===== src/design/assert_macros.svh =====
// Assertion macros shared by the decoder RTL.
// Included by files that carry concurrent assertions; no other dependencies.
`ifndef ASSERT_MACROS_SVH
`define ASSERT_MACROS_SVH

// Implication checked on every rising clock edge outside reset
`define ASSERT_IMPL(lbl, clk, rstn, prop, msg) \
    lbl: assert property (@(posedge clk) disable iff (!rstn) prop) else $error(msg);

// Condition that must never be seen outside reset
`define ASSERT_NEVER(lbl, clk, rstn, cond, msg) \
    lbl: assert property (@(posedge clk) disable iff (!rstn) !(cond)) else $error(msg);

`endif


===== src/design/u8u16_pkg.sv =====
// Package for the UTF-8 to UTF-16 decoder: byte-range constants and the decode result type.
// No dependencies; used by u8u16_decode, u8u16_out and the top level.
package u8u16_pkg;

    // Reset value of the replacement unit
    localparam logic [15:0] REPL_RESET     = 16'hFFFD;

    // Lead byte ranges
    localparam logic [7:0]  LEAD2_MIN      = 8'hC2;
    localparam logic [7:0]  LEAD2_MAX      = 8'hDF;
    localparam logic [7:0]  LEAD3_MIN      = 8'hE0;
    localparam logic [7:0]  LEAD3_MAX      = 8'hEF;
    localparam logic [7:0]  LEAD3_SURR     = 8'hED;
    localparam logic [7:0]  LEAD4_MIN      = 8'hF0;
    localparam logic [7:0]  LEAD4_MAX      = 8'hF4;

    // First continuation bounds
    localparam logic [7:0]  CONT_LO        = 8'h80;
    localparam logic [7:0]  CONT_HI        = 8'hBF;
    localparam logic [7:0]  CONT_LO_E0     = 8'hA0;
    localparam logic [7:0]  CONT_HI_ED     = 8'h9F;
    localparam logic [7:0]  CONT_LO_F0     = 8'h90;
    localparam logic [7:0]  CONT_HI_F4     = 8'h8F;

    // Surrogate pair construction
    localparam logic [20:0] SUPP_BASE      = 21'h10000;
    localparam logic [5:0]  HI_SURR_PREFIX = 6'b110110;
    localparam logic [5:0]  LO_SURR_PREFIX = 6'b110111;

    // Up to two result units decoded from one item
    typedef struct packed {
        logic [1:0]  cnt;
        logic [15:0] unit0;
        logic        repl0;
        logic [15:0] unit1;
        logic        repl1;
        logic        eol;
    } dec_res_t;

endpackage


===== src/design/u8u16_ifs.sv =====
// Handshake interfaces for the decoder channels: input bytes, output units, config writes.
// No dependencies.
interface u8u16_byte_if;
    logic       valid;
    logic       ready;
    logic [7:0] byte_in;
    logic       end_of_line;

    modport source (output valid, byte_in, end_of_line, input ready);
    modport sink   (input valid, byte_in, end_of_line, output ready);
endinterface

interface u8u16_unit_if;
    logic        valid;
    logic        ready;
    logic [15:0] code_unit;
    logic        was_replaced;
    logic        run_last;
    logic        line_done;

    modport source (output valid, code_unit, was_replaced, run_last, line_done, input ready);
    modport sink   (input valid, code_unit, was_replaced, run_last, line_done, output ready);
endinterface

interface u8u16_cfg_if;
    logic        valid;
    logic        ready;
    logic [15:0] replacement_unit;

    modport source (output valid, replacement_unit, input ready);
    modport sink   (input valid, replacement_unit, output ready);
endinterface


===== src/design/u8u16_decode.sv =====
// Sequence state and single-pass decode of one byte into up to two UTF-16 units.
// Depends on u8u16_pkg.
module u8u16_decode (
    input  logic                clk,
    input  logic                rst_n,
    input  logic                advance,
    input  logic [7:0]          byte_val,
    input  logic                eol,
    input  logic [15:0]         repl_unit,
    output u8u16_pkg::dec_res_t res
);
    import u8u16_pkg::*;

    logic [1:0]  need_reg, need_next;
    logic [1:0]  seen_reg, seen_next;
    logic [7:0]  lo_reg, lo_next;
    logic [7:0]  hi_reg, hi_next;
    logic [20:0] acc_reg, acc_next;

    logic        pending_in;
    logic        cont_ok;
    logic [1:0]  seen_inc;
    logic [20:0] acc_ext;
    logic [20:0] surr_off;

    logic        lead_ascii;
    logic [1:0]  lead_need;
    logic [20:0] lead_acc;
    logic [7:0]  lead_lo;
    logic [7:0]  lead_hi;

    logic        emit_present;
    logic [15:0] emit_unit;

    // Continuation check and accumulation
    assign pending_in = (need_reg != 2'd0);
    assign cont_ok    = (seen_reg == 2'd0) ? (byte_val >= lo_reg && byte_val <= hi_reg)
                                           : (byte_val[7:6] == 2'b10);
    assign seen_inc   = seen_reg + 2'd1;
    assign acc_ext    = {acc_reg[14:0], byte_val[5:0]};
    assign surr_off   = acc_ext - SUPP_BASE;

    // Lead byte classification
    always_comb
    begin
        lead_ascii = ~byte_val[7];
        lead_need  = 2'd0;
        lead_acc   = '0;
        lead_lo    = CONT_LO;
        lead_hi    = CONT_HI;
        if (byte_val >= LEAD2_MIN && byte_val <= LEAD2_MAX)
        begin
            lead_need = 2'd1;
            lead_acc  = {16'd0, byte_val[4:0]};
        end
        else if (byte_val >= LEAD3_MIN && byte_val <= LEAD3_MAX)
        begin
            lead_need = 2'd2;
            lead_acc  = {17'd0, byte_val[3:0]};
            if (byte_val == LEAD3_MIN)
                lead_lo = CONT_LO_E0;
            if (byte_val == LEAD3_SURR)
                lead_hi = CONT_HI_ED;
        end
        else if (byte_val >= LEAD4_MIN && byte_val <= LEAD4_MAX)
        begin
            lead_need = 2'd3;
            lead_acc  = {18'd0, byte_val[2:0]};
            if (byte_val == LEAD4_MIN)
                lead_lo = CONT_LO_F0;
            if (byte_val == LEAD4_MAX)
                lead_hi = CONT_HI_F4;
        end
    end

    // Unit from a fresh lead: ASCII, bad lead, or line end inside a new sequence
    assign emit_present = lead_ascii || (lead_need == 2'd0) || eol;
    assign emit_unit    = lead_ascii ? {8'd0, byte_val} : repl_unit;

    // Results and next sequence state
    always_comb
    begin
        res       = '0;
        res.eol   = eol;
        need_next = 2'd0;
        seen_next = 2'd0;
        lo_next   = CONT_LO;
        hi_next   = CONT_HI;
        acc_next  = '0;
        if (pending_in && cont_ok)
        begin
            if (seen_inc == need_reg)
            begin
                // sequence complete
                if (acc_ext[20:16] != 5'd0)
                begin
                    res.cnt   = 2'd2;
                    res.unit0 = {HI_SURR_PREFIX, surr_off[19:10]};
                    res.unit1 = {LO_SURR_PREFIX, surr_off[9:0]};
                end
                else
                begin
                    res.cnt   = 2'd1;
                    res.unit0 = acc_ext[15:0];
                end
            end
            else if (eol)
            begin
                // line ends inside the sequence
                res.cnt   = 2'd1;
                res.unit0 = repl_unit;
                res.repl0 = 1'b1;
            end
            else
            begin
                need_next = need_reg;
                seen_next = seen_inc;
                lo_next   = lo_reg;
                hi_next   = hi_reg;
                acc_next  = acc_ext;
            end
        end
        else
        begin
            // broken sequence gives a replacement, then the byte starts over as a lead
            if (pending_in)
            begin
                res.cnt   = emit_present ? 2'd2 : 2'd1;
                res.unit0 = repl_unit;
                res.repl0 = 1'b1;
                res.unit1 = emit_unit;
                res.repl1 = ~lead_ascii;
            end
            else
            begin
                res.cnt   = emit_present ? 2'd1 : 2'd0;
                res.unit0 = emit_unit;
                res.repl0 = ~lead_ascii;
            end
            if (lead_need != 2'd0 && !eol)
            begin
                need_next = lead_need;
                lo_next   = lead_lo;
                hi_next   = lead_hi;
                acc_next  = lead_acc;
            end
        end
    end

    // Sequence state registers
    always_ff @(posedge clk or negedge rst_n)
    begin
        if (!rst_n)
        begin
            need_reg <= 2'd0;
            seen_reg <= 2'd0;
            lo_reg   <= CONT_LO;
            hi_reg   <= CONT_HI;
            acc_reg  <= '0;
        end
        else if (advance)
        begin
            need_reg <= need_next;
            seen_reg <= seen_next;
            lo_reg   <= lo_next;
            hi_reg   <= hi_next;
            acc_reg  <= acc_next;
        end
    end

endmodule


===== src/design/u8u16_out.sv =====
// Result register holding up to two units, shifted out one unit at a time as unit_ch takes them.
// Depends on u8u16_pkg and u8u16_ifs.
module u8u16_out (
    input  logic                clk,
    input  logic                rst_n,
    input  logic                load,
    input  u8u16_pkg::dec_res_t res,
    output logic                free,
    u8u16_unit_if.source        unit_ch
);
    import u8u16_pkg::*;

    logic [1:0]  cnt_reg;
    logic        idx_reg;
    logic [15:0] unit0_reg, unit1_reg;
    logic        repl0_reg, repl1_reg;
    logic        eol_reg;
    logic        last;

    // Current unit is the last one of its item
    assign last = idx_reg || (cnt_reg == 2'd1);
    assign free = (cnt_reg == 2'd0) || (unit_ch.ready && last);

    assign unit_ch.valid        = (cnt_reg != 2'd0);
    assign unit_ch.code_unit    = idx_reg ? unit1_reg : unit0_reg;
    assign unit_ch.was_replaced = idx_reg ? repl1_reg : repl0_reg;
    assign unit_ch.run_last     = last;
    assign unit_ch.line_done    = last && eol_reg;

    // Control: unit count and position
    always_ff @(posedge clk or negedge rst_n)
    begin
        if (!rst_n)
        begin
            cnt_reg <= 2'd0;
            idx_reg <= 1'b0;
        end
        else if (load)
        begin
            cnt_reg <= res.cnt;
            idx_reg <= 1'b0;
        end
        else if (unit_ch.valid && unit_ch.ready)
        begin
            if (last)
                cnt_reg <= 2'd0;
            else
                idx_reg <= 1'b1;
        end
    end

    // Payload
    always_ff @(posedge clk)
    begin
        if (load)
        begin
            unit0_reg <= res.unit0;
            unit1_reg <= res.unit1;
            repl0_reg <= res.repl0;
            repl1_reg <= res.repl1;
            eol_reg   <= res.eol;
        end
    end

endmodule


===== src/design/utf8_to_utf16_decoder.sv =====
// Channel      Dir  Payload
// byte_ch      in   byte_in[7:0], end_of_line
// unit_ch      out  code_unit[15:0], was_replaced, run_last, line_done
// cfg          in   replacement_unit[15:0]
//
// Path from byte accept to first unit: input register, then result register.
// Throughput: one byte per cycle while unit_ch is ready; a byte giving two units holds
// the result register until both are taken, so the output port (one unit per cycle) sets the rate.
// Reset clears sequence state and sets the replacement unit to U+FFFD.
// A stall on unit_ch backs up through the result and input registers to byte_ch.ready.
// Top level of the UTF-8 to UTF-16 decoder; depends on u8u16_pkg, u8u16_ifs,
// u8u16_decode, u8u16_out and assert_macros.svh.
`include "assert_macros.svh"

module utf8_to_utf16_decoder (
    input  logic          clk,
    input  logic          rst_n,
    u8u16_byte_if.sink    byte_ch,
    u8u16_unit_if.source  unit_ch,
    u8u16_cfg_if.sink     cfg
);
    import u8u16_pkg::*;

    logic        s1_valid_reg;
    logic [7:0]  s1_byte_reg;
    logic        s1_eol_reg;
    logic [15:0] repl_reg;
    logic        out_free;
    logic        advance;
    dec_res_t    res;

    // Input register moves into the result register when it has room
    assign advance       = s1_valid_reg && out_free;
    assign byte_ch.ready = !s1_valid_reg || out_free;
    assign cfg.ready     = 1'b1;

    // Input register control
    always_ff @(posedge clk or negedge rst_n)
    begin
        if (!rst_n)
            s1_valid_reg <= 1'b0;
        else if (byte_ch.valid && byte_ch.ready)
            s1_valid_reg <= 1'b1;
        else if (advance)
            s1_valid_reg <= 1'b0;
    end

    // Input register payload
    always_ff @(posedge clk)
    begin
        if (byte_ch.valid && byte_ch.ready)
        begin
            s1_byte_reg <= byte_ch.byte_in;
            s1_eol_reg  <= byte_ch.end_of_line;
        end
    end

    // Replacement unit register
    always_ff @(posedge clk or negedge rst_n)
    begin
        if (!rst_n)
            repl_reg <= REPL_RESET;
        else if (cfg.valid && cfg.ready)
            repl_reg <= cfg.replacement_unit;
    end

    u8u16_decode u_decode (
        .clk       (clk),
        .rst_n     (rst_n),
        .advance   (advance),
        .byte_val  (s1_byte_reg),
        .eol       (s1_eol_reg),
        .repl_unit (repl_reg),
        .res       (res)
    );

    u8u16_out u_out (
        .clk     (clk),
        .rst_n   (rst_n),
        .load    (advance),
        .res     (res),
        .free    (out_free),
        .unit_ch (unit_ch)
    );

    // A line-end item always yields at least one unit
    `ASSERT_IMPL(a_eol_has_unit, clk, rst_n, advance && s1_eol_reg |=> unit_ch.valid, "line end item gave no unit")
    // line_done only on the last unit of an item
    `ASSERT_IMPL(a_done_is_last, clk, rst_n, unit_ch.valid && unit_ch.line_done |-> unit_ch.run_last, "line_done without run_last")
    // A decoded high surrogate is always followed by its low half
    `ASSERT_NEVER(a_lone_high_surr, clk, rst_n, unit_ch.valid && !unit_ch.was_replaced && unit_ch.code_unit[15:10] == HI_SURR_PREFIX && unit_ch.run_last, "high surrogate emitted as last unit")

endmodule


===== src/flat_wrapper.sv =====
// flat-port wrapper written by rule: the top's interface ports become plain ports
module utf8_to_utf16_decoder_flat import u8u16_pkg::*;
  (clk, rst_n, byte_ch_valid, byte_ch_byte_in, byte_ch_end_of_line, byte_ch_ready, unit_ch_valid, unit_ch_code_unit, unit_ch_was_replaced, unit_ch_run_last, unit_ch_line_done, unit_ch_ready, cfg_valid, cfg_replacement_unit, cfg_ready);
  u8u16_byte_if byte_ch_i ();
  u8u16_unit_if unit_ch_i ();
  u8u16_cfg_if cfg_i ();
  input  logic clk;
  input  logic rst_n;
  input wire logic [$bits(byte_ch_i.valid)-1:0] byte_ch_valid;
  input wire logic [$bits(byte_ch_i.byte_in)-1:0] byte_ch_byte_in;
  input wire logic [$bits(byte_ch_i.end_of_line)-1:0] byte_ch_end_of_line;
  output wire logic [$bits(byte_ch_i.ready)-1:0] byte_ch_ready;
  output wire logic [$bits(unit_ch_i.valid)-1:0] unit_ch_valid;
  output wire logic [$bits(unit_ch_i.code_unit)-1:0] unit_ch_code_unit;
  output wire logic [$bits(unit_ch_i.was_replaced)-1:0] unit_ch_was_replaced;
  output wire logic [$bits(unit_ch_i.run_last)-1:0] unit_ch_run_last;
  output wire logic [$bits(unit_ch_i.line_done)-1:0] unit_ch_line_done;
  input wire logic [$bits(unit_ch_i.ready)-1:0] unit_ch_ready;
  input wire logic [$bits(cfg_i.valid)-1:0] cfg_valid;
  input wire logic [$bits(cfg_i.replacement_unit)-1:0] cfg_replacement_unit;
  output wire logic [$bits(cfg_i.ready)-1:0] cfg_ready;
  assign byte_ch_i.valid = byte_ch_valid;
  assign byte_ch_i.byte_in = byte_ch_byte_in;
  assign byte_ch_i.end_of_line = byte_ch_end_of_line;
  assign byte_ch_ready = byte_ch_i.ready;
  assign unit_ch_valid = unit_ch_i.valid;
  assign unit_ch_code_unit = unit_ch_i.code_unit;
  assign unit_ch_was_replaced = unit_ch_i.was_replaced;
  assign unit_ch_run_last = unit_ch_i.run_last;
  assign unit_ch_line_done = unit_ch_i.line_done;
  assign unit_ch_i.ready = unit_ch_ready;
  assign cfg_i.valid = cfg_valid;
  assign cfg_i.replacement_unit = cfg_replacement_unit;
  assign cfg_ready = cfg_i.ready;
  utf8_to_utf16_decoder u_core (.clk(clk), .rst_n(rst_n), .byte_ch(byte_ch_i), .unit_ch(unit_ch_i), .cfg(cfg_i));
endmodule

===== config.mk =====
export PLATFORM = sky130hd
export DESIGN_NAME = utf8_to_utf16_decoder_flat
export DESIGN_NICKNAME = d
export VERILOG_FILES = /design/src/design/u8u16_pkg.sv /design/src/design/u8u16_ifs.sv /design/src/design/u8u16_decode.sv /design/src/design/u8u16_out.sv /design/src/design/utf8_to_utf16_decoder.sv /design/src/flat_wrapper.sv
export VERILOG_INCLUDE_DIRS = /design/src /design/src/design
export SDC_FILE = /design/constraint.sdc
export NUM_CORES = 1
export LEC_CHECK = 0
export BUFFER_PORTS_ARGS = -buffer_cell sky130_fd_sc_hd__clkbuf_2
export CAP_MARGIN = 20
export CORE_MARGIN = 1.5
export CORE_UTILIZATION = 32
export CTS_CLUSTER_DIAMETER = 80
export DETAILED_ROUTE_END_ITERATION = 10
export HOLD_SLACK_MARGIN = 0.06
export PLACE_DENSITY = 0.5
export SETUP_SLACK_MARGIN = 0.02
export SLEW_MARGIN = 20
export SYNTH_ARGS = -nofsm -noshare
export SYNTH_HDL_FRONTEND = slang
export SYNTH_SLANG_ARGS = --single-unit

===== constraint.sdc =====
create_clock -name clk -period 3.45 [get_ports clk]
set_clock_uncertainty 0.2 [all_clocks]
set_input_delay 0.69 -clock clk [delete_from_list [all_inputs] [get_ports clk]]
set_output_delay 0.69 -clock clk [all_outputs]
set_load 0.05 [all_outputs]

==> impl_summary.md, run 1 <==
Synthesis
The commonest cells after synthesis are sky130_fd_sc_hd__nand2_1 (50), sky130_fd_sc_hd__edfxtp_1 (44), sky130_fd_sc_hd__mux2_2 (35), sky130_fd_sc_hd__dfrtp_1 (26). After synthesis, the netlist uses a little under 60 different library cells. The share of Yosys cell area claimed by the top area cell type is between 30 and 40%. Among all flip-flop cells after synthesis, the most frequent one is sky130_fd_sc_hd__edfxtp_1. By instance count, the leading cell after synthesis is sky130_fd_sc_hd__nand2_1.

Yosys attributes the largest share of cell area to sky130_fd_sc_hd__edfxtp_1 (30%), sky130_fd_sc_hd__dfrtp_1 (15%), sky130_fd_sc_hd__dfstp_2 (10%), sky130_fd_sc_hd__mux2_2 (9.0%), sky130_fd_sc_hd__nand2_1 (4.3%). The synthesized design contains between 80 and 90 register bits. Of all flip-flops after synthesis, the portion carrying an async set or reset was between 40% and 50%. Yosys printed 0 warnings.

The number of nets in the synthesized netlist is between 400 and 500. The number of synthesized flops with an enable pin is 44. The cell area that synthesis handed to floorplanning was roughly 4400 um^2. A synthesized cell averages between 10 and 15 um^2.

Of all cell types, the one taking the most synthesized area is sky130_fd_sc_hd__edfxtp_1. For this run, the register share of the synthesized area comes to 55.5%. The cell count after synthesis is around 370.

Route
The count of routing violations after the opening detailed-route iteration is around 240. The routed layout has ~3100 vias. The number of remaining DRC errors is 0.

The routed length per instance is ~18 um. In the routed layout, each cell is associated on average with a via count of between 5 and 6. The first detailed-routing pass took 4 iterations. The routed design has 10500 um of wire. Once detail routing completed, the nets flagged for antenna violations numbered 0.

Clock network
The H-tree depth reported by CTS is 3. At the later pin of the worst-skew pair, clock insertion delay measures about 0.35 ns. After clock tree synthesis, the clock-pin slew on the worst setup and hold paths is approximately 0.060 ns. The number of buffers inserted for hold repair after clock tree synthesis is 0.

The cell sitting at the root of the clock tree is a sky130_fd_sc_hd__clkbuf_16. The post-CTS setup buffer count is 0. The clock net sink count is just under 90. The number of clock buffers inserted by TritonCTS is 9. The clock passes through at most 2 buffers.

Gates resized during post-CTS repair numbered 0. TritonCTS built the clock tree.

Timing
Derived from the worst setup path, the maximum achievable clock frequency is about 350 MHz. Adding up every negative setup slack in the final design gives 0 ns. Setup repair after global routing left no endpoint under its margin. At the pin with the least slew margin, the transition time is 0.844 ns. The max-slew headroom at the worst pin is roughly 44%. The number of slew-limit violations in the final report is 0. The worst hold margin is ~0.24 ns. The fraction of the cycle the final worst path needs is between 80 and 90%. The final-report setup violation count is 0. The smallest clock period supported by the final layout is computed as between 2 and 3 ns.

The final-report hold violation count is 0.

Power
Summed over all cells, the static leakage comes to between 2 and 2.5 nW. VDD sags by at most around 220 uV. For this design the ratio of total power to cell area is slightly below 800 nW/um^2.

Global routing
The number of antenna violations at the first check in global routing is 0. The wire length of the first global-routing pass is ~17000 um. Summed over all layers, the global routing overflow is 0. The number of global-route vias before repair is between 3000 and 4000. Entering global routing, the biggest net connects 32 pins. Global routing consumed, over all layers together, 15.8% of the routing resources.

Finish
For this run, the post-layout net count is roughly 460. The synthesis-to-finish area growth is 17.2%. The fraction of final layout cells sized beyond drive strength 1 is a little over a third. The number of antenna diodes in the final layout is 0.

Setup path
The required time of the critical path is between 3 and 4 ns. The flop-to-flop setup slack is 0.60 ns. The nature of the critical path endpoint is a flop.

The critical setup path kind is flop to flop. The worst setup path is launched from a flop. In this run the worst path has a maximum fanout of 10.

The critical path launch point is u_core.s1_byte_reg[4]. The reg-to-reg startpoint is u_core.s1_byte_reg[4]. STA puts the critical path data arrival time at approximately 2.9 ns.

Floorplanning
The boundary pin count is 52. The area of the placeable core is roughly 13000 um^2. The die outline area is 14300 um^2. The vertical extent of the die is approximately 120 um. For this configuration, the core starts out at a cell density of around 33%. The floorplan row count is 42. The floorplan step set the die width to ~120 um.

Placement
Routability-driven placement finished with a final weighted congestion of 0.870. Detailed placement finished with a half-perimeter wire length of 7370 um. In this run the tool buffered the top-level ports with 50 buffer cells.

Hold path
The worst hold-check path type is input port to async pin.

Outcome
The run finished with clean final reports.

Run
The tool flagged a number of max-cap violations equal to 0.
final timing paths:
kind / to / cells after the start
setup / recovery: u_core.u_decode.lo_reg[4] / 6
hold / removal: u_core.u_decode.lo_reg[5] / 1
setup reg to reg: u_core.u_decode.lo_reg[4] / 6
hold reg to reg: u_core.u_decode.acc_reg[14] / 2
max in group asynchronous: u_core.repl_reg[2] / 2
min in group clk: u_core.u_decode.acc_reg[14] / 2
metal layers:
| layer | GRT usage, % | routed length, um | up-vias |
|---|---|---|---|
| met4 | 6.92 | 184 | 0 |
| met2 | 25.6 | 5100 | 83 |
| met1 | 20.5 | 4670 | 1547 |
| met3 | 3.18 | 578 | 12 |
| li1 | - | - | 1454 |
| met5 | 0 | 0 | - |
power breakdown:
group / switching, mW / internal (mW)
clock network: 0.407 / 0.581
registers: 0.133 / 1.41
logic: 1.03 / 0.443
total: 1.57 / 2.43
critical path, cell delays in order (launching register included):
cell,delay (ns)
sky130_fd_sc_hd__edfxtp_1,0.58
sky130_fd_sc_hd__ha_1,0.37
sky130_fd_sc_hd__nand4_1,0.10
sky130_fd_sc_hd__o211ai_1,0.43
sky130_fd_sc_hd__o211ai_1,0.42
sky130_fd_sc_hd__nand2_2,0.27
sky130_fd_sc_hd__mux2_2,0.35
cells in the final DEF (no fill, tap or decap), types with 5 or more instances in the layout:
master,count
sky130_fd_sc_hd__a21o_1,6
sky130_fd_sc_hd__a21oi_1,13
sky130_fd_sc_hd__a221o_2,7
sky130_fd_sc_hd__a22o_1,8
sky130_fd_sc_hd__a32o_1,6
sky130_fd_sc_hd__and2_1,7
sky130_fd_sc_hd__buf_4,10
sky130_fd_sc_hd__clkbuf_16,9
sky130_fd_sc_hd__clkbuf_2,50
sky130_fd_sc_hd__dfrtp_1,26
sky130_fd_sc_hd__dfstp_2,17
sky130_fd_sc_hd__edfxtp_1,44
sky130_fd_sc_hd__ha_1,8
sky130_fd_sc_hd__inv_1,17
sky130_fd_sc_hd__mux2_2,35
sky130_fd_sc_hd__nand2_1,50
sky130_fd_sc_hd__nor2_1,15
sky130_fd_sc_hd__o21ai_0,18
sky130_fd_sc_hd__o21ai_1,5
sky130_fd_sc_hd__o22ai_1,5
sky130_fd_sc_hd__o2bb2ai_1,5
through the flow:
| stage | setup slack, ns | utilization (%) | instances | power [mW] | instance area [um^2] |
|---|---|---|---|---|---|
| floorplan | 0.629 | - | 367 | 2.66 | 4360 |
| global placement | 0.607 | 36.3 | 582 | 3.04 | 4810 |
| detailed placement | 0.614 | 36.3 | 582 | 3.05 | 4810 |
| CTS | 0.595 | 38.6 | 598 | 4.05 | 5110 |
| global route | 0.366 | 38.6 | 598 | 4.20 | 5110 |
| finish | 0.600 | 38.6 | 598 | 4.00 | 5110 |
final cells by class:
cell class / count / area, um^2
multi-input cells: 240 / 1760
clock buffers: 11 / 243
well taps: 176 / 220
inverters: 18 / 67.6
flip-flops and latches: 87 / 2420
fillers: 1315 / 8130
repair buffers: 61 / 345
clock inverters: 5 / 57.6
logic make-up after synthesis:
| family | count (synthesis) | share of synthesized area [%] |
|---|---|---|
| AOI/OAI and AO/OA | 97 | 17.7 |
| and+or+nand+nor | 95 | 10.2 |
| DFF | 87 | 55.5 |
| buffers and inverters | 40 | 4.33 |
| muxes | 36 | 9.27 |
| adders and majority gates | 8 | 2.30 |
| xor gates and xnor gates | 3 | 0.603 |
| other | 1 | 0.0860 |
Power figures use the tool's default switching activity.
==> run 2: changes to the inputs <==
- PLACE_DENSITY: 0.5 -> 0.52
- clock period: 3.45 -> 2.5 ns (I/O delays scaled with it)
==> run 2 against run 1 <==
Final cell count is 6.9% higher. Flip-flop and latch count stayed put. Die area stayed put. Via count is 4.6% higher. Sequential share of layout area is 4.5 points lower. Setup slack worse by 0.58 ns. Clock power is 53% higher. Global-route usage is 0.27 points higher. Largest power group is now combinational cells.
==> impl_summary.md, run 2 (synthesis results as in run 1) <==
Outcome
The flow ran to the end, and the final reports show no timing, DRC or antenna violations.

Clock network
The maximum buffer depth of the clock tree is 2. The root buffer cell is sky130_fd_sc_hd__clkbuf_16. The H-tree depth reported by CTS is 3. The number of clock buffers inserted by TritonCTS is 9. Clock-pin slew was measured on the worst setup and hold paths at approximately 0.06 ns. The clock latency at the later pin of the worst-skew pair is ~0.34 ns.

The clock tree from TritonCTS is yes. For this design, the sink count on the clock tree is between 80 and 90.

Route
The detailed-routing iteration count for the pre-antenna-repair pass is 4. The count of routing violations after the opening detailed-route iteration is roughly 160. The routed length per instance is between 15 and 20 um.

In the routed design, unresolved DRC markers number 0. The number of vias after detailed routing is about 3200. The number of nets with antenna violations after routing is 0. The routed design has about 11000 um of wire. The detailed-route vias per instance is 5.07.

Timing
The routed design could run at a clock period as short as between 2 and 2.5 ns. For this run, the top clock speed supported by timing is ~400 MHz. At the pin with the least slew margin, the transition time is approximately 0.62 ns. The number of slew-limit violations in the final report came to 0. The final-report hold violation count is 0.

Of the available clock period, the critical path in the final layout requires 99.4%. The final sum of negative setup slack is 0 ns. Setup repair after global routing could not meet its margin everywhere. The final-report setup violation count is 0. The max-slew headroom at the worst pin is between 50 and 60%. The worst hold margin is 0.129 ns. The worst path meets setup with ~0.016 ns of slack.

Setup path
The setup path with the least slack is of type flop to flop. In this run the critical register-to-register path is captured at u_core.u_out.unit0_reg[3]. The reg-to-reg startpoint is u_core.u_decode.hi_reg[5].

The top fanout value on the critical path is 7. Measured in cells, the most critical reg-to-reg path has a length of 9. Following the worst setup path forward leads to its endpoint at u_core.u_out.unit0_reg[3].

Data on the critical path arrives at its endpoint at roughly 2.4 ns. For the worst setup path, the data required time is between 2 and 2.5 ns. The category of the worst setup path launch point is a flop. The nature of the critical path endpoint is a flop. The critical path launch point is u_core.u_decode.hi_reg[5]. The flop-to-flop setup slack is 0.02 ns.

Finish
The cell area after layout is approximately 5600 um^2. The synthesis-to-finish area growth is 29.5%. The finished layout holds about 640 standard cells, fillers aside. The fraction of final layout cells sized beyond drive strength 1 is ~46%. In the layout the commonest cells are sky130_fd_sc_hd__clkbuf_2 (50), sky130_fd_sc_hd__nand2_1 (49), sky130_fd_sc_hd__edfxtp_1 (44). The utilization after layout is roughly 43%. The number of diodes added for antenna fixing is 0. The total number of nets in the final design is about 500. The library cell used most frequently in the layout, excluding fill and tap cells, is sky130_fd_sc_hd__clkbuf_2.

Global routing
The number of antenna violations at the first check in global routing is 0. The overflow left after global routing is 0. For this run, the total global-route usage over all layers was measured as between 15 and 20%.

Entering global routing, the biggest net connects 35 pins. The number of global-route vias before repair came to ~3300. The wire length of the first global-routing pass is approximately 18000 um.

Placement
Including well taps, the total number of placed cells is 610. The placement-stage cell area is roughly 5000 um^2. Detailed placement finished with a half-perimeter wire length of between 7000 and 8000 um. Input and output buffers added on the ports amount to 50.

The post-place setup slack is -0.0575 ns. Routability-driven placement finished with a final weighted congestion of between 0.8 and 0.9.

Floorplanning
In this run the core area contains 42 standard-cell rows. Pin placement for this block handled between 50 and 60 I/O pins. The chip width is about 120 um. The die is 120 um tall. The floorplan step defined a core boundary enclosing approximately 13000 um^2. The die outline area is 14300 um^2. The initial cell density of the core is between 30% and 40%.

Run
The max-capacitance violation count is 0.

Power
The worst-case IR drop observed on VDD is approximately 380 uV. The power density over the cells is around 1100 nW/um^2. The post-route total power is between 5 and 6 mW. The analysis attributes to cell leakage a power of approximately 2.3 nW.

Hold path
The worst hold path begins at byte_ch_end_of_line. In this run the worst hold path is classified as input port to flop.
==> run 2: changes by cell type in the layout (fill, tap and decap cells not counted), sizes merged <==
cell | before | now
clkinvlp | 0 | 1
clkinv | 4 | 0
bufinv | 1 | 2
inv | 18 | 20
buf | 11 | 49
a21oi | 15 | 16
dlygate4sd3 | 0 | 1
clkbuf | 61 | 62
==> run 2: what timing repair did <==
action                                  CTS  global route
cloned                                    0             2
setup buffers                             4             6
endpoints found under the setup margin   37            41
endpoints found under the hold margin    13             0
pin swaps                                 3            18
resized for setup                         9            25
hold buffers                              1             0
==> run 2: worst min-delay path by stage <==
stage / endpoint / depth (start not counted)
6_report: u_core.s1_eol_reg / 1
5_1_grt: u_core.s1_eol_reg / 1
4_1_cts: u_core.s1_eol_reg / 1
3_5_place_dp: u_core.u_decode.acc_reg[14] / 2
3_3_place_gp: u_core.u_out.idx_reg / 1
2_1_floorplan: u_core.repl_reg[1] / 0
==> run 2: power by group <==
group	internal, mW	total, mW	switching (mW)	leakage (nW)
Clock	0.940	1.51	0.567	0.164
Combinational	0.797	2.34	1.55	1.20
Sequential	1.95	2.09	0.147	0.962
Total	3.68	5.94	2.26	2.33
==> run 2: critical path, cell delays in order (launching register included) <==
cell and delay (ns):
sky130_fd_sc_hd__dfstp_2 0.54, sky130_fd_sc_hd__inv_2 0.04, sky130_fd_sc_hd__ha_4 0.26, sky130_fd_sc_hd__a221o_1 0.16
sky130_fd_sc_hd__o211ai_1 0.13, sky130_fd_sc_hd__buf_4 0.18, sky130_fd_sc_hd__o2111ai_4 0.17, sky130_fd_sc_hd__buf_6 0.20
sky130_fd_sc_hd__a21oi_2 0.04, sky130_fd_sc_hd__a221o_2 0.31
==> run 2: area by class of cell <==
cell class                 count  area (um^2)
fill                        1292         7600
sequential                    87         2420
multi-input combinational    241         1910
timing repair buffer         101          693
clock buffer                  11          253
tap                          176          220
clock inverter                 5         87.6
inverter                      18         67.6
==> run 2: routing by layer <==
metal  part of all wire, %  wire, um  track usage, %  vias up
met5                     0         0               0        -
met2                    49      5390            26.0       63
met3                   3.3       364            4.18       19
met1                    45      4980            20.5     1620
met4                   2.2       245            6.32        0
li1                      -         -               -     1536
==> run 3: changes to the inputs <==
- PLACE_DENSITY: 0.52 -> 0.5
- clock period: 2.5 -> 2.8 ns (I/O delays scaled with it)
==> run 3 against run 2 <==
Die area unchanged. Power is 14% lower. Flip-flop and latch count stayed put. Via count fell by 6.3%. Final cell count fell by 5.6%. Critical path depth shrank 2. Routed wire length down 6.0%. Largest power group is now sequential cells.
==> impl_summary.md, run 3 (synthesis results as in run 1) <==
Outcome
The run finished with clean final reports.

Timing
The final sum of negative setup slack is 0 ns. The routed design could run at a clock period as short as approximately 2.7 ns. Setup repair after global routing left no endpoint under its margin. The final-report setup violation count is 0. For the pin with the worst max-slew slack, the measured transition is approximately 0.87 ns.

In the finished design, the share of the clock period the worst path needs comes to between 90% and 100%. Final hold analysis gives a worst-case slack of between 0.1 and 0.15 ns. The number of slew-limit violations in the final report came to 0.

The fmax is 374 MHz. The worst pin sits at a relative slew slack of between 40% and 50%. The final-report hold violation count is 0.

Setup path
By startpoint and endpoint, the worst setup path is classified as flop to flop. The flop-to-flop setup slack is 0.12 ns. The capture instance of the worst register-to-register path is u_core.u_out.unit0_reg[5]. Along the worst path, the maximum fanout reaches 17. The depth of the most critical reg-to-reg path is 7. Data on the critical path arrives at its endpoint at 2.57 ns.

The worst register-to-register path begins at u_core.u_decode.hi_reg[5]. The worst setup path is launched from a flop. STA classifies the critical path endpoint as a flop. At the worst endpoint, the required time is about 2.7 ns.

Placement
The number of buffers added on ports is 50. The placement-stage cell area is between 4000 and 5000 um^2. The final weighted congestion in routability-driven placement is around 0.88.

Detailed placement ended at an HPWL of 7240 um.

Floorplanning
The floorplan step defined a die boundary enclosing 14300 um^2. The initial cell density of the core is between 30% and 40%. The boundary pin count is between 50 and 60.

Row generation in the floorplan step produced 42 rows. The vertical extent of the die is 120 um. After floorplanning, the core was sized to cover approximately 13000 um^2.

Measured along the x axis, the die boundary spans between 100 and 150 um.

Clock network
The number of setup buffers added after CTS is 0. The clock net in this run drives a total of just under 90 sinks. Clock tree synthesis selected as its root buffer the cell sky130_fd_sc_hd__clkbuf_16. TritonCTS created 9 clock buffers.

The clock latency at the later pin of the worst-skew pair is 0.35 ns. The clock tree from TritonCTS is yes. Clock-pin slew was measured on the worst setup and hold paths at ~0.06 ns. The H-tree depth reported by CTS is 3. The longest clock path from root to sink contains 2 buffers.

Finish
Leaving out fill and tap cells, the most frequent cells in the layout are sky130_fd_sc_hd__nand2_1 (50), sky130_fd_sc_hd__clkbuf_2 (50), sky130_fd_sc_hd__edfxtp_1 (44). The area used by multi-input combinational logic is approximately 1800 um^2. From synthesis to final layout, the design area changed by 18.8%.

After filler insertion, the fill cell instance count of the layout stands at between 1000 and 1500. The total number of nets in the final design is 460. The post-route netlist has 37.2% of its cells at a drive strength greater than 1. The register area is approximately 2400 um^2.

The number of diodes added for antenna fixing is 0. The cell area after layout is about 5200 um^2.

Route
The number of remaining DRC errors is 0. The detailed-routing iteration count for the pre-antenna-repair pass is 4. The number of vias after detailed routing is slightly above 3000. After detailed routing, the average wire length per cell comes to about 17 um. The detail route stage leaves a number of antenna-violating nets equal to 0. The sum of routed wire length over all layers is between 10000 and 15000 um.

After detailed routing, the number of vias per cell comes to 5.03. In this run, the number of DRC markers left after iteration 0 of detailed routing was 146.

Global routing
The pin count of the biggest net entering global routing is 44. The global routing's busiest layer is met2. The met1 layer usage reported by global route is just under 20%. Global routing used about 15% of the available tracks across all layers. The met3 usage is between 3 and 4%. The overflow left after global routing is 0. The number of antenna violations at the first check in global routing is 0. The first global-routing pass estimated 16800 um of wire. The number of global-route vias before repair is around 3200. In the global route stage, met2 resource usage came out at 25.4%.

Power
In this run the power density over the cells is ~980 nW/um^2. The reported leakage power is 2.13 nW. The worst supply voltage drop on vdd is roughly 340 uV.

Run
The tool flagged a number of max-cap violations equal to 0.

Hold path
The path class of the tightest hold or removal check is input port to async pin.
[run 3: cell count changes in the layout (fill, tap and decap cells not counted), moves of 3 or more]
| cell | before | now |
|---|---|---|
| sky130_fd_sc_hd__a21oi_1 | 8 | 13 |
| sky130_fd_sc_hd__buf_4 | 43 | 16 |
| sky130_fd_sc_hd__buf_6 | 4 | 0 |
| sky130_fd_sc_hd__o21ai_0 | 12 | 18 |
| sky130_fd_sc_hd__a21oi_2 | 5 | 1 |
| sky130_fd_sc_hd__o21ai_1 | 10 | 5 |
| sky130_fd_sc_hd__o2bb2ai_2 | 3 | 0 |
| sky130_fd_sc_hd__o2bb2ai_1 | 1 | 5 |
[run 3: layer usage]
metal | up-vias | part of all wire (%) | wire, um
li1 | 1459 | - | -
met4 | 0 | 2.1 | 219
met5 | - | 0 | 0
met3 | 17 | 3.4 | 354
met1 | 1504 | 45 | 4630
met2 | 53 | 50 | 5120
[run 3: area by class of cell]
class | count | share of cell area [%]
timing repair buffer | 66 | 7.15
clock inverter | 6 | 2.10
sequential | 87 | 46.7
tap | 176 | 4.25
multi-input combinational | 240 | 34.1
clock buffer | 10 | 4.42
inverter | 18 | 1.30
[run 3: worst max-delay path by stage]
stage                           endpoint                       from
4_1_cts        u_core.u_out.unit0_reg[5]  u_core.u_decode.hi_reg[5]
6_report       u_core.u_out.unit0_reg[5]  u_core.u_decode.hi_reg[5]
2_1_floorplan       u_core.u_out.eol_reg              unit_ch_ready
3_5_place_dp   u_core.u_out.unit0_reg[5]  u_core.u_decode.hi_reg[5]
3_3_place_gp   u_core.u_out.unit0_reg[4]  u_core.u_decode.hi_reg[5]
5_1_grt        u_core.u_out.unit0_reg[1]  u_core.u_decode.hi_reg[5]
[run 3: power breakdown]
group | internal (mW) | switching, mW
clock | 0.871 | 0.506
sequential | 1.74 | 0.140
combinational | 0.543 | 1.29
[run 3: metrics by stage]
stage / utilization [%] / worst slack [ns] / total power, mW / instances
3_5_place_dp: 36.5 / 0.0760 / 3.75 / 587
2_1_floorplan: - / 0.109 / 3.28 / 367
6_report: 39.1 / 0.124 / 5.08 / 603
5_1_grt: 39.1 / 0.0300 / 5.33 / 603
3_3_place_gp: 36.5 / 0.129 / 3.72 / 587
4_1_cts: 39.0 / 0.0662 / 5.14 / 603
[run 3: timing repair]
item,4_1_cts,5_1_grt
setup endpoints to repair,0,17
hold endpoints to repair,0,0
hold buffers,0,0
resized for setup,0,1
[run 3: critical path, cell delays in order (launching register included)]
cell                       delay [ns]
sky130_fd_sc_hd__dfstp_2         0.53
sky130_fd_sc_hd__inv_1           0.04
sky130_fd_sc_hd__ha_1            0.30
sky130_fd_sc_hd__a221o_1         0.31
sky130_fd_sc_hd__o211ai_1        0.22
sky130_fd_sc_hd__o211a_1         0.29
sky130_fd_sc_hd__a21oi_4         0.16
sky130_fd_sc_hd__a221o_2         0.37
